`src/hdl/xcfd_pkg.sv`:
```
`timescale 1ns / 1ps
// ----------------------------------------------------------------------------
// xcfd_pkg
// Shared types, codes and sizes for the XOR-checked frame deframer.
// ----------------------------------------------------------------------------
package xcfd_pkg;

	localparam int ByteW   = 8;
	localparam int EventW  = 3;
	localparam int CfgIdxW = 8;

	// Decoupling queue between front and back
	localparam int QDepth = 2;
	localparam int QPtrW  = $clog2(QDepth);
	localparam int QCntW  = $clog2(QDepth + 1);

	// Configuration register indexes
	localparam logic [CfgIdxW-1:0] CFG_SYNC_FIRST  = CfgIdxW'(0);
	localparam logic [CfgIdxW-1:0] CFG_SYNC_SECOND = CfgIdxW'(1);

	localparam logic [ByteW-1:0] SyncFirstRst  = ByteW'(76);
	localparam logic [ByteW-1:0] SyncSecondRst = ByteW'(0);

	typedef enum logic [EventW-1:0] {
		EV_NONE    = 3'd0,
		EV_LENGTH  = 3'd1,
		EV_PAYLOAD = 3'd2,
		EV_GOOD    = 3'd3,
		EV_ERROR   = 3'd4
	} event_t;

	typedef enum logic [1:0] {
		PH_HUNT1 = 2'd0,
		PH_HUNT2 = 2'd1,
		PH_BODY  = 2'd2,
		PH_CHECK = 2'd3
	} phase_t;

	// Classified byte handed from front to back
	typedef struct packed {
		logic [ByteW-1:0] rx_byte;
		logic             match_first;
		logic             match_second;
	} item_t;

	typedef struct packed {
		logic [EventW-1:0] event_res;
		logic [ByteW-1:0]  data_byte;
		logic [ByteW-1:0]  payload_index;
	} result_t;

endpackage

```
`src/hdl/xcfd_ifs.sv`:
```
`timescale 1ns / 1ps
// ----------------------------------------------------------------------------
// xcfd interfaces
// Valid/ready channels for received bytes, events and configuration writes.
// ----------------------------------------------------------------------------
interface xcfd_rx_if import xcfd_pkg::*; ();
	logic             valid;
	logic             ready;
	logic [ByteW-1:0] rx_byte;

	modport source (output valid, output rx_byte, input ready);
	modport sink   (input valid, input rx_byte, output ready);
endinterface

interface xcfd_ev_if import xcfd_pkg::*; ();
	logic              valid;
	logic              ready;
	logic [EventW-1:0] event_res;
	logic [ByteW-1:0]  data_byte;
	logic [ByteW-1:0]  payload_index;

	modport source (output valid, output event_res, output data_byte,
		output payload_index, input ready);
	modport sink   (input valid, input event_res, input data_byte,
		input payload_index, output ready);
endinterface

interface xcfd_cfg_if import xcfd_pkg::*; ();
	logic               valid;
	logic               ready;
	logic [CfgIdxW-1:0] index;
	logic [ByteW-1:0]   data;

	modport source (output valid, output index, output data, input ready);
	modport sink   (input valid, input index, input data, output ready);
endinterface

```
`src/hdl/xor_checked_frame_deframer.sv`:
```
`timescale 1ns / 1ps
// ----------------------------------------------------------------------------
// xor_checked_frame_deframer
// Path: a byte transfers into the front register, then into the queue, and
// its event is then offered from the event register.
// Throughput: one byte per cycle while ev.ready holds; the back state machine
// takes one queued byte per cycle when the event register is free or drained.
// Reset: arst_n clears the phase to hunting the first sync byte, the XOR, the
// counters and all valid flags, and loads the sync registers with 76 and 0.
// ----------------------------------------------------------------------------
module xor_checked_frame_deframer import xcfd_pkg::*; (
	input  logic       clk,
	input  logic       arst_n,
	xcfd_rx_if.sink    rx,
	xcfd_cfg_if.sink   cfg,
	xcfd_ev_if.source  ev
);

	// Front to queue
	item_t            front_item_s1;
	logic             front_valid_s1;
	logic             q_in_ready;

	// Queue to back
	item_t            q_item;
	logic             q_valid;
	logic             back_ready;
	logic [QCntW-1:0] q_level;

	// Front: transfer bytes in, classify them against the sync registers and
	// own the configuration registers. Sync compares happen here so the back
	// state machine only sees two match flags.
	xcfd_front u_front (
		.clk      (clk),
		.arst_n   (arst_n),
		.rx       (rx),
		.cfg      (cfg),
		.item_s1  (front_item_s1),
		.valid_s1 (front_valid_s1),
		.q_ready  (q_in_ready)
	);

	// Queue: absorb a stall on the event side without halting the front.
	xcfd_queue u_queue (
		.clk       (clk),
		.arst_n    (arst_n),
		.in_item   (front_item_s1),
		.in_valid  (front_valid_s1),
		.in_ready  (q_in_ready),
		.out_item  (q_item),
		.out_valid (q_valid),
		.out_ready (back_ready),
		.level     (q_level)
	);

	// Back: advance the frame phase, count bytes, fold payload into the XOR
	// and register exactly one event per byte.
	xcfd_back u_back (
		.clk      (clk),
		.arst_n   (arst_n),
		.in_item  (q_item),
		.in_valid (q_valid),
		.in_ready (back_ready),
		.ev       (ev)
	);

	// Queue never holds more entries than it has.
	a_q_level: assert property (@(posedge clk) disable iff (!arst_n)
		q_level <= QCntW'(QDepth))
		else $error("deframer queue overfilled");

	// Only payload events carry an index.
	a_index_zero: assert property (@(posedge clk) disable iff (!arst_n)
		ev.valid && (ev.event_res != EV_PAYLOAD) |-> (ev.payload_index == '0))
		else $error("payload index on non-payload event");

	// Data byte is only carried by length and payload events.
	a_data_zero: assert property (@(posedge clk) disable iff (!arst_n)
		ev.valid && (ev.event_res != EV_PAYLOAD) && (ev.event_res != EV_LENGTH)
		|-> (ev.data_byte == '0))
		else $error("data byte on event that carries none");

	// Event codes stay within the defined range.
	a_event_range: assert property (@(posedge clk) disable iff (!arst_n)
		ev.valid |-> (ev.event_res <= EV_ERROR))
		else $error("undefined event code");

endmodule

```
`src/hdl/xcfd_front.sv`:
```
`timescale 1ns / 1ps
// ----------------------------------------------------------------------------
// xcfd_front
// Accept bytes, compare against the sync registers, register the result.
// ----------------------------------------------------------------------------
module xcfd_front import xcfd_pkg::*; (
	input  logic          clk,
	input  logic          arst_n,
	xcfd_rx_if.sink       rx,
	xcfd_cfg_if.sink      cfg,
	output item_t         item_s1,
	output logic          valid_s1,
	input  logic          q_ready
);

	logic [ByteW-1:0] sync_first_q;
	logic [ByteW-1:0] sync_second_q;
	logic             rx_take;

	assign cfg.ready = 1'b1;
	assign rx.ready  = !valid_s1 || q_ready;
	assign rx_take   = rx.valid && rx.ready;

	always_ff @(posedge clk or negedge arst_n) begin
		if (!arst_n) begin
			sync_first_q  <= SyncFirstRst;
			sync_second_q <= SyncSecondRst;
		end else if (cfg.valid) begin
			case (cfg.index)
				CFG_SYNC_FIRST:  sync_first_q  <= cfg.data;
				CFG_SYNC_SECOND: sync_second_q <= cfg.data;
				default: ;
			endcase
		end
	end

	always_ff @(posedge clk or negedge arst_n) begin
		if (!arst_n) begin
			valid_s1 <= 1'b0;
		end else if (rx_take) begin
			valid_s1 <= 1'b1;
		end else if (q_ready) begin
			valid_s1 <= 1'b0;
		end
	end

	always_ff @(posedge clk) begin
		if (rx_take) begin
			item_s1.rx_byte      <= rx.rx_byte;
			item_s1.match_first  <= (rx.rx_byte == sync_first_q);
			item_s1.match_second <= (rx.rx_byte == sync_second_q);
		end
	end

endmodule

```
`src/hdl/xcfd_queue.sv`:
```
`timescale 1ns / 1ps
// ----------------------------------------------------------------------------
// xcfd_queue
// Short register FIFO of classified bytes between front and back.
// ----------------------------------------------------------------------------
module xcfd_queue import xcfd_pkg::*; (
	input  logic             clk,
	input  logic             arst_n,
	input  item_t            in_item,
	input  logic             in_valid,
	output logic             in_ready,
	output item_t            out_item,
	output logic             out_valid,
	input  logic             out_ready,
	output logic [QCntW-1:0] level
);

	item_t            mem_q [QDepth];
	logic [QPtrW-1:0] wr_ptr_q;
	logic [QPtrW-1:0] rd_ptr_q;
	logic [QCntW-1:0] cnt_q;
	logic             push;
	logic             pop;

	assign in_ready  = (cnt_q < QCntW'(QDepth));
	assign out_valid = (cnt_q != '0);
	assign out_item  = mem_q[rd_ptr_q];
	assign push      = in_valid && in_ready;
	assign pop       = out_valid && out_ready;
	assign level     = cnt_q;

	always_ff @(posedge clk or negedge arst_n) begin
		if (!arst_n) begin
			wr_ptr_q <= '0;
			rd_ptr_q <= '0;
			cnt_q    <= '0;
		end else begin
			if (push) begin
				wr_ptr_q <= (wr_ptr_q == QPtrW'(QDepth - 1)) ? '0 : wr_ptr_q + 1'b1;
			end
			if (pop) begin
				rd_ptr_q <= (rd_ptr_q == QPtrW'(QDepth - 1)) ? '0 : rd_ptr_q + 1'b1;
			end
			case ({push, pop})
				2'b10:   cnt_q <= cnt_q + 1'b1;
				2'b01:   cnt_q <= cnt_q - 1'b1;
				default: cnt_q <= cnt_q;
			endcase
		end
	end

	always_ff @(posedge clk) begin
		if (push) begin
			mem_q[wr_ptr_q] <= in_item;
		end
	end

endmodule

```
`src/hdl/xcfd_back.sv`:
```
`timescale 1ns / 1ps
// ----------------------------------------------------------------------------
// xcfd_back
// Frame state machine: track phase, count and XOR, register one event per byte.
// ----------------------------------------------------------------------------
module xcfd_back import xcfd_pkg::*; (
	input  logic     clk,
	input  logic     arst_n,
	input  item_t    in_item,
	input  logic     in_valid,
	output logic     in_ready,
	xcfd_ev_if.source ev
);

	phase_t           phase_q, phase_d;
	logic [ByteW-1:0] xor_q, xor_d;
	logic [ByteW-1:0] count_q, count_d;
	logic [ByteW-1:0] length_q, length_d;
	result_t          res_q, res_d;
	logic             ev_valid_q;
	logic             take;
	logic [ByteW-1:0] count_inc;
	logic [ByteW-1:0] length_eff;
	logic             first_body;

	assign in_ready   = !ev_valid_q || ev.ready;
	assign take       = in_valid && in_ready;
	assign first_body = (count_q == '0);
	assign count_inc  = count_q + 1'b1;
	// the length byte is compared in the same step it is captured
	assign length_eff = first_body ? in_item.rx_byte : length_q;

	always_comb begin
		phase_d = phase_q;
		case (phase_q)
			PH_HUNT1: phase_d = in_item.match_first ? PH_HUNT2 : PH_HUNT1;
			PH_HUNT2: phase_d = in_item.match_second ? PH_BODY : PH_HUNT1;
			PH_BODY:  phase_d = (count_inc == length_eff) ? PH_CHECK : PH_BODY;
			PH_CHECK: phase_d = PH_HUNT1;
			default:  phase_d = PH_HUNT1;
		endcase
	end

	always_comb begin
		xor_d    = xor_q;
		count_d  = count_q;
		length_d = length_q;
		res_d    = '{event_res: EV_NONE, data_byte: '0, payload_index: '0};
		case (phase_q)
			PH_HUNT1: begin
				if (!in_item.match_first) begin
					res_d.event_res = EV_ERROR;
				end
			end
			PH_HUNT2: begin
				if (in_item.match_second) begin
					xor_d   = '0;
					count_d = '0;
				end else begin
					res_d.event_res = EV_ERROR;
				end
			end
			PH_BODY: begin
				res_d.data_byte = in_item.rx_byte;
				count_d         = count_inc;
				if (first_body) begin
					length_d        = in_item.rx_byte;
					res_d.event_res = EV_LENGTH;
				end else begin
					xor_d               = xor_q ^ in_item.rx_byte;
					res_d.event_res     = EV_PAYLOAD;
					res_d.payload_index = count_q - 1'b1;
				end
			end
			PH_CHECK: begin
				res_d.event_res = (in_item.rx_byte == xor_q) ? EV_GOOD : EV_ERROR;
			end
			default: ;
		endcase
	end

	always_ff @(posedge clk or negedge arst_n) begin
		if (!arst_n) begin
			phase_q    <= PH_HUNT1;
			xor_q      <= '0;
			count_q    <= '0;
			length_q   <= '0;
			ev_valid_q <= 1'b0;
		end else begin
			if (take) begin
				phase_q    <= phase_d;
				xor_q      <= xor_d;
				count_q    <= count_d;
				length_q   <= length_d;
				ev_valid_q <= 1'b1;
			end else if (ev.ready) begin
				ev_valid_q <= 1'b0;
			end
		end
	end

	always_ff @(posedge clk) begin
		if (take) begin
			res_q <= res_d;
		end
	end

	assign ev.valid         = ev_valid_q;
	assign ev.event_res     = res_q.event_res;
	assign ev.data_byte     = res_q.data_byte;
	assign ev.payload_index = res_q.payload_index;

endmodule
```
`src/flat_wrapper.sv`:
```
// flat-port wrapper written by rule: the top's interface ports become plain ports
module xor_checked_frame_deframer_flat import xcfd_pkg::*;
  (clk, arst_n, rx_valid, rx_rx_byte, rx_ready, cfg_valid, cfg_index, cfg_data, cfg_ready, ev_valid, ev_event_res, ev_data_byte, ev_payload_index, ev_ready);
  xcfd_rx_if rx_i ();
  xcfd_cfg_if cfg_i ();
  xcfd_ev_if ev_i ();
  input  logic clk;
  input  logic arst_n;
  input wire logic [$bits(rx_i.valid)-1:0] rx_valid;
  input wire logic [$bits(rx_i.rx_byte)-1:0] rx_rx_byte;
  output wire logic [$bits(rx_i.ready)-1:0] rx_ready;
  input wire logic [$bits(cfg_i.valid)-1:0] cfg_valid;
  input wire logic [$bits(cfg_i.index)-1:0] cfg_index;
  input wire logic [$bits(cfg_i.data)-1:0] cfg_data;
  output wire logic [$bits(cfg_i.ready)-1:0] cfg_ready;
  output wire logic [$bits(ev_i.valid)-1:0] ev_valid;
  output wire logic [$bits(ev_i.event_res)-1:0] ev_event_res;
  output wire logic [$bits(ev_i.data_byte)-1:0] ev_data_byte;
  output wire logic [$bits(ev_i.payload_index)-1:0] ev_payload_index;
  input wire logic [$bits(ev_i.ready)-1:0] ev_ready;
  assign rx_i.valid = rx_valid;
  assign rx_i.rx_byte = rx_rx_byte;
  assign rx_ready = rx_i.ready;
  assign cfg_i.valid = cfg_valid;
  assign cfg_i.index = cfg_index;
  assign cfg_i.data = cfg_data;
  assign cfg_ready = cfg_i.ready;
  assign ev_valid = ev_i.valid;
  assign ev_event_res = ev_i.event_res;
  assign ev_data_byte = ev_i.data_byte;
  assign ev_payload_index = ev_i.payload_index;
  assign ev_i.ready = ev_ready;
  xor_checked_frame_deframer u_core (.clk(clk), .arst_n(arst_n), .rx(rx_i), .cfg(cfg_i), .ev(ev_i));
endmodule
```
`config.mk`:
```
export PLATFORM = sky130hd
export DESIGN_NAME = xor_checked_frame_deframer_flat
export DESIGN_NICKNAME = d
export VERILOG_FILES = /design/src/hdl/xcfd_pkg.sv /design/src/hdl/xcfd_ifs.sv /design/src/hdl/xor_checked_frame_deframer.sv /design/src/hdl/xcfd_front.sv /design/src/hdl/xcfd_queue.sv /design/src/hdl/xcfd_back.sv /design/src/flat_wrapper.sv
export SDC_FILE = /design/constraint.sdc
export NUM_CORES = 1
export LEC_CHECK = 0
export BUFFER_PORTS_ARGS = -buffer_cell sky130_fd_sc_hd__buf_2
export CORE_ASPECT_RATIO = 1.25
export CORE_MARGIN = 4
export CORE_UTILIZATION = 50
export DETAILED_ROUTE_END_ITERATION = 6
export PLACE_DENSITY = 0.74
export SETUP_SLACK_MARGIN = 0.05
export SYNTH_ARGS = -nofsm -noshare
export SYNTH_HDL_FRONTEND = slang
export SYNTH_SLANG_ARGS = --single-unit
export TNS_END_PERCENT = 20
```
`constraint.sdc`:
```
create_clock -name clk -period 3.8 [get_ports clk]
set_input_delay 0.57 -clock clk [delete_from_list [all_inputs] [get_ports clk]]
set_output_delay 0.57 -clock clk [all_outputs]
set_load 0.01 [all_outputs]
```
==> out/metrics.yaml <==
status:
  status: "finished, final reports clean"
clock_tree:
  cts_buffers: 9
  cts-resized-gates: 0
  cts_num_sinks: 97
  insertion_delay_ns: 0.36
  cts_tree: "yes"
  cts.path.max_buffers: 2
  postCtsHoldBufs: 0
  cts.clk_slew.worst_paths_ns: 0.09
  cts-root-buf: "clkbuf_8"
  cts_setup_buffers: 0
  h-tree-depth: 3
route:
  antenna_left: 0
  routed_wl_mm: 8.15
  vias: 2815
  drtIter0Drc: 227
  dr.pass1.iters: 5
  drcViolationCount: 0
  post_drt_wl_per_cell_um: 15.5
  via_per_inst: 5.35
worst_hold_path:
  hold_class: "in2reg"
  worst_hold_path.num_cells: 2
sta:
  worst_pin_slew_ns: 1.10
  final_max_slew_viol_count: 0
  holdWs_ns: 0.411
  max_freq_mhz: 407
  slew_headroom_pct: 26.8
  finalHoldViolations: 0
  rsz0062_at_grt: "false"
  period_share_pct: 64.7
  fin_setup_tns_ns: 0
  fin_skew_ns: 0.0105
  post-route-min-period_ns: 2.46
  setup_violations: 0
yosys:
  async_flop_share_pct: 49.5
  synth-adder-area-share_pct: 1.12
  synth-edff-count: 49
  yosys.area_share.simple_pct: 10.6
  synth_top_flop_cell: "edfxtp_1"
  yosysWarnings: 0
  synth_area_leaders: "edfxtp_1 33%, dfrtp_1 25%, xnor2_1 7.8%"
  muxShareOfSynthArea_pct: 11.0
  ys_ff_latch: 97
  synth.most_common_cell: "edfxtp_1"
  synth_common_cells: "49 x edfxtp_1, 45 x dfrtp_1, 40 x xnor2_1, 36 x nor2_1, 27 x o21ai_0"
  synth_top_family_by_area: "multiplexers"
  avgSynthCellArea_um2: 12.7
  synth_nets: 386
  synth_compound_area_share_pct: 5.85
  synth_xor_area_share_pct: 9.21
  synth_area_um2: 4470
  ys_types: 38
  synth_top_area_cell: "edfxtp_1"
  synth_top_area_share_pct: 32.9
  syn_inst: 353
  synth_seq_area_share_pct: 59.9
power:
  power_switching_share_pct: 36.6
  pwr-share-seq_pct: 46.8
  clockPowerShare_pct: 15.5
  leakagePower_nw: 2.02
  ir_drop_v: 0.000300
  power.internal_mw: 2.30
  p_comb_share_pct: 37.6
  p_per_area_nw_per_um2: 733
  p_sw_mw: 1.33
floorplanning:
  die_h_um: 114
  dieArea_um2: 10500
  start_util_pct: 51.4
  core_um2: 8700
  fp.dieW_um: 92.6
  ios: 51
  num_rows: 38
final_layout:
  antenna_cells: 0
  areaGrowthSynthToFinish_pct: 10.7
  n_fill_cell: 727
  layout.nets: 434
  drive_gt1_share_pct: 23.2
  post-route-cell-area_um2: 4950
placement:
  port_buffers: 49
  place_congestion: 0.830
  dp_hpwl_mm: 6.09
  place_area_um2: 4790
global_route:
  antenna_found_initial: 0
  grt_pass1_wl_mm: 13.4
  gr-total-overflow: 0
  grt_pass1_vias: 2777
  grt.total_usage_pct: 16.5
  grt_start_max_net_pins: 49
worst_setup_path:
  endpoint_kind: "register"
  rr_worst_depth: 7
  crit_arrival_ns: 2.71
  required_ns: 4.06
  crit_type: "reg2reg"
  critPathMaxFanout: 13
  cp-start-kind: "register"
job:
  drv_cap: 0
## flip-flops by register name, summed over array words and instances (netlist names), 8 cells and up, named ones only
register                        count
u_core.u_queue.mem_q               20
u_core.u_front.item_s1             10
u_core.u_back.count_q               8
u_core.u_back.ev.data_byte          8
u_core.u_back.ev.payload_index      8
u_core.u_back.length_q              8
u_core.u_back.xor_q                 8
u_core.u_front.sync_first_q         8
u_core.u_front.sync_second_q        8
## cells in the final DEF, fill, tap and decap left out, types with 9 or more instances in the layout
master	count
edfxtp_1	49
nand2_1	26
o21ai_0	27
buf_2	49
nor2_1	35
mux2i_1	20
xnor2_1	40
o31ai_1	10
clkbuf_8	9
mux2_2	24
dfrtp_1	45
## worst max-delay path, cell delays in order, from the launching register on
cell      delay (ns)
dfrtp_1         0.53
buf_4           0.29
mux2i_1         0.29
nor3b_1         0.09
o21ai_1         0.52
o21bai_1        0.36
o21ai_0         0.17
o31ai_1         0.10
## metrics by stage
stage	setup slack [ns]	total power, mW	utilization [%]	instances
6_report	1.34	3.63	56.9	526
5_1_grt	1.16	3.87	56.9	526
4_1_cts	1.37	3.66	56.9	526
3_5_place_dp	1.38	3.09	55.1	510
3_3_place_gp	1.53	3.04	55.1	510
2_1_floorplan	0.958	2.73	-	353
## power groups by stage
| stage | clock (mW) | combinational [mW] | sequential (mW) |
|---|---|---|---|
| 6_report | 0.563 | 1.37 | 1.70 |
| 5_1_grt | 0.620 | 1.51 | 1.74 |
| 4_1_cts | 0.576 | 1.38 | 1.70 |
| 3_5_place_dp | 0 | 1.37 | 1.72 |
| 3_3_place_gp | 0 | 1.34 | 1.70 |
| 2_1_floorplan | 0 | 1.05 | 1.68 |
## metal layers
layer  GRT usage [%]  up-vias  wire, um
li1                -     1347         -
met2            29.2       81      4380
met1            19.3     1371      3200
met4            8.62        0       205
met5               0        -         0
met3            2.51       16       366
## cell families (layout without fill, tap and decap cells)
kind of cell | count (synthesis) | in the layout
buffers and inverters | 17 | 70
adders and majority gates | 4 | 4
AOI/OAI and AO/OA | 44 | 44
xor gates and xnor gates | 47 | 47
other | 1 | 1
DFF | 97 | 97
and+or+nand+nor | 98 | 98
muxes | 45 | 45
## final cells by class
class / instances / area (um^2) / share of cell area (%)
timing repair buffer: 51 / 260 / 5.26
clock inverter: 5 / 23.8 / 0.480
inverter: 3 / 11.3 / 0.228
clock buffer: 11 / 131 / 2.65
tap: 120 / 150 / 3.03
sequential: 97 / 2680 / 54.1
multi-input combinational: 239 / 1700 / 34.3
## worst paths after layout
check / startpoint / to / slack (ns)
max reg2reg: u_core.u_queue.rd_ptr_q / u_core.u_back.xor_q[5] / 1.34
min in group asynchronous: arst_n / u_core.u_front.sync_first_q[7] / 0.42
max: u_core.u_queue.rd_ptr_q / u_core.u_back.xor_q[5] / 1.34
min: rx_valid / u_core.u_front.valid_s1 / 0.41
max in group asynchronous: arst_n / u_core.u_back.count_q[0] / 2.71
min reg2reg: u_core.u_front.item_s1[6] / u_core.u_queue.mem_q[1][6] / 0.45
No activity file was read; power rests on OpenSTA's default activity.
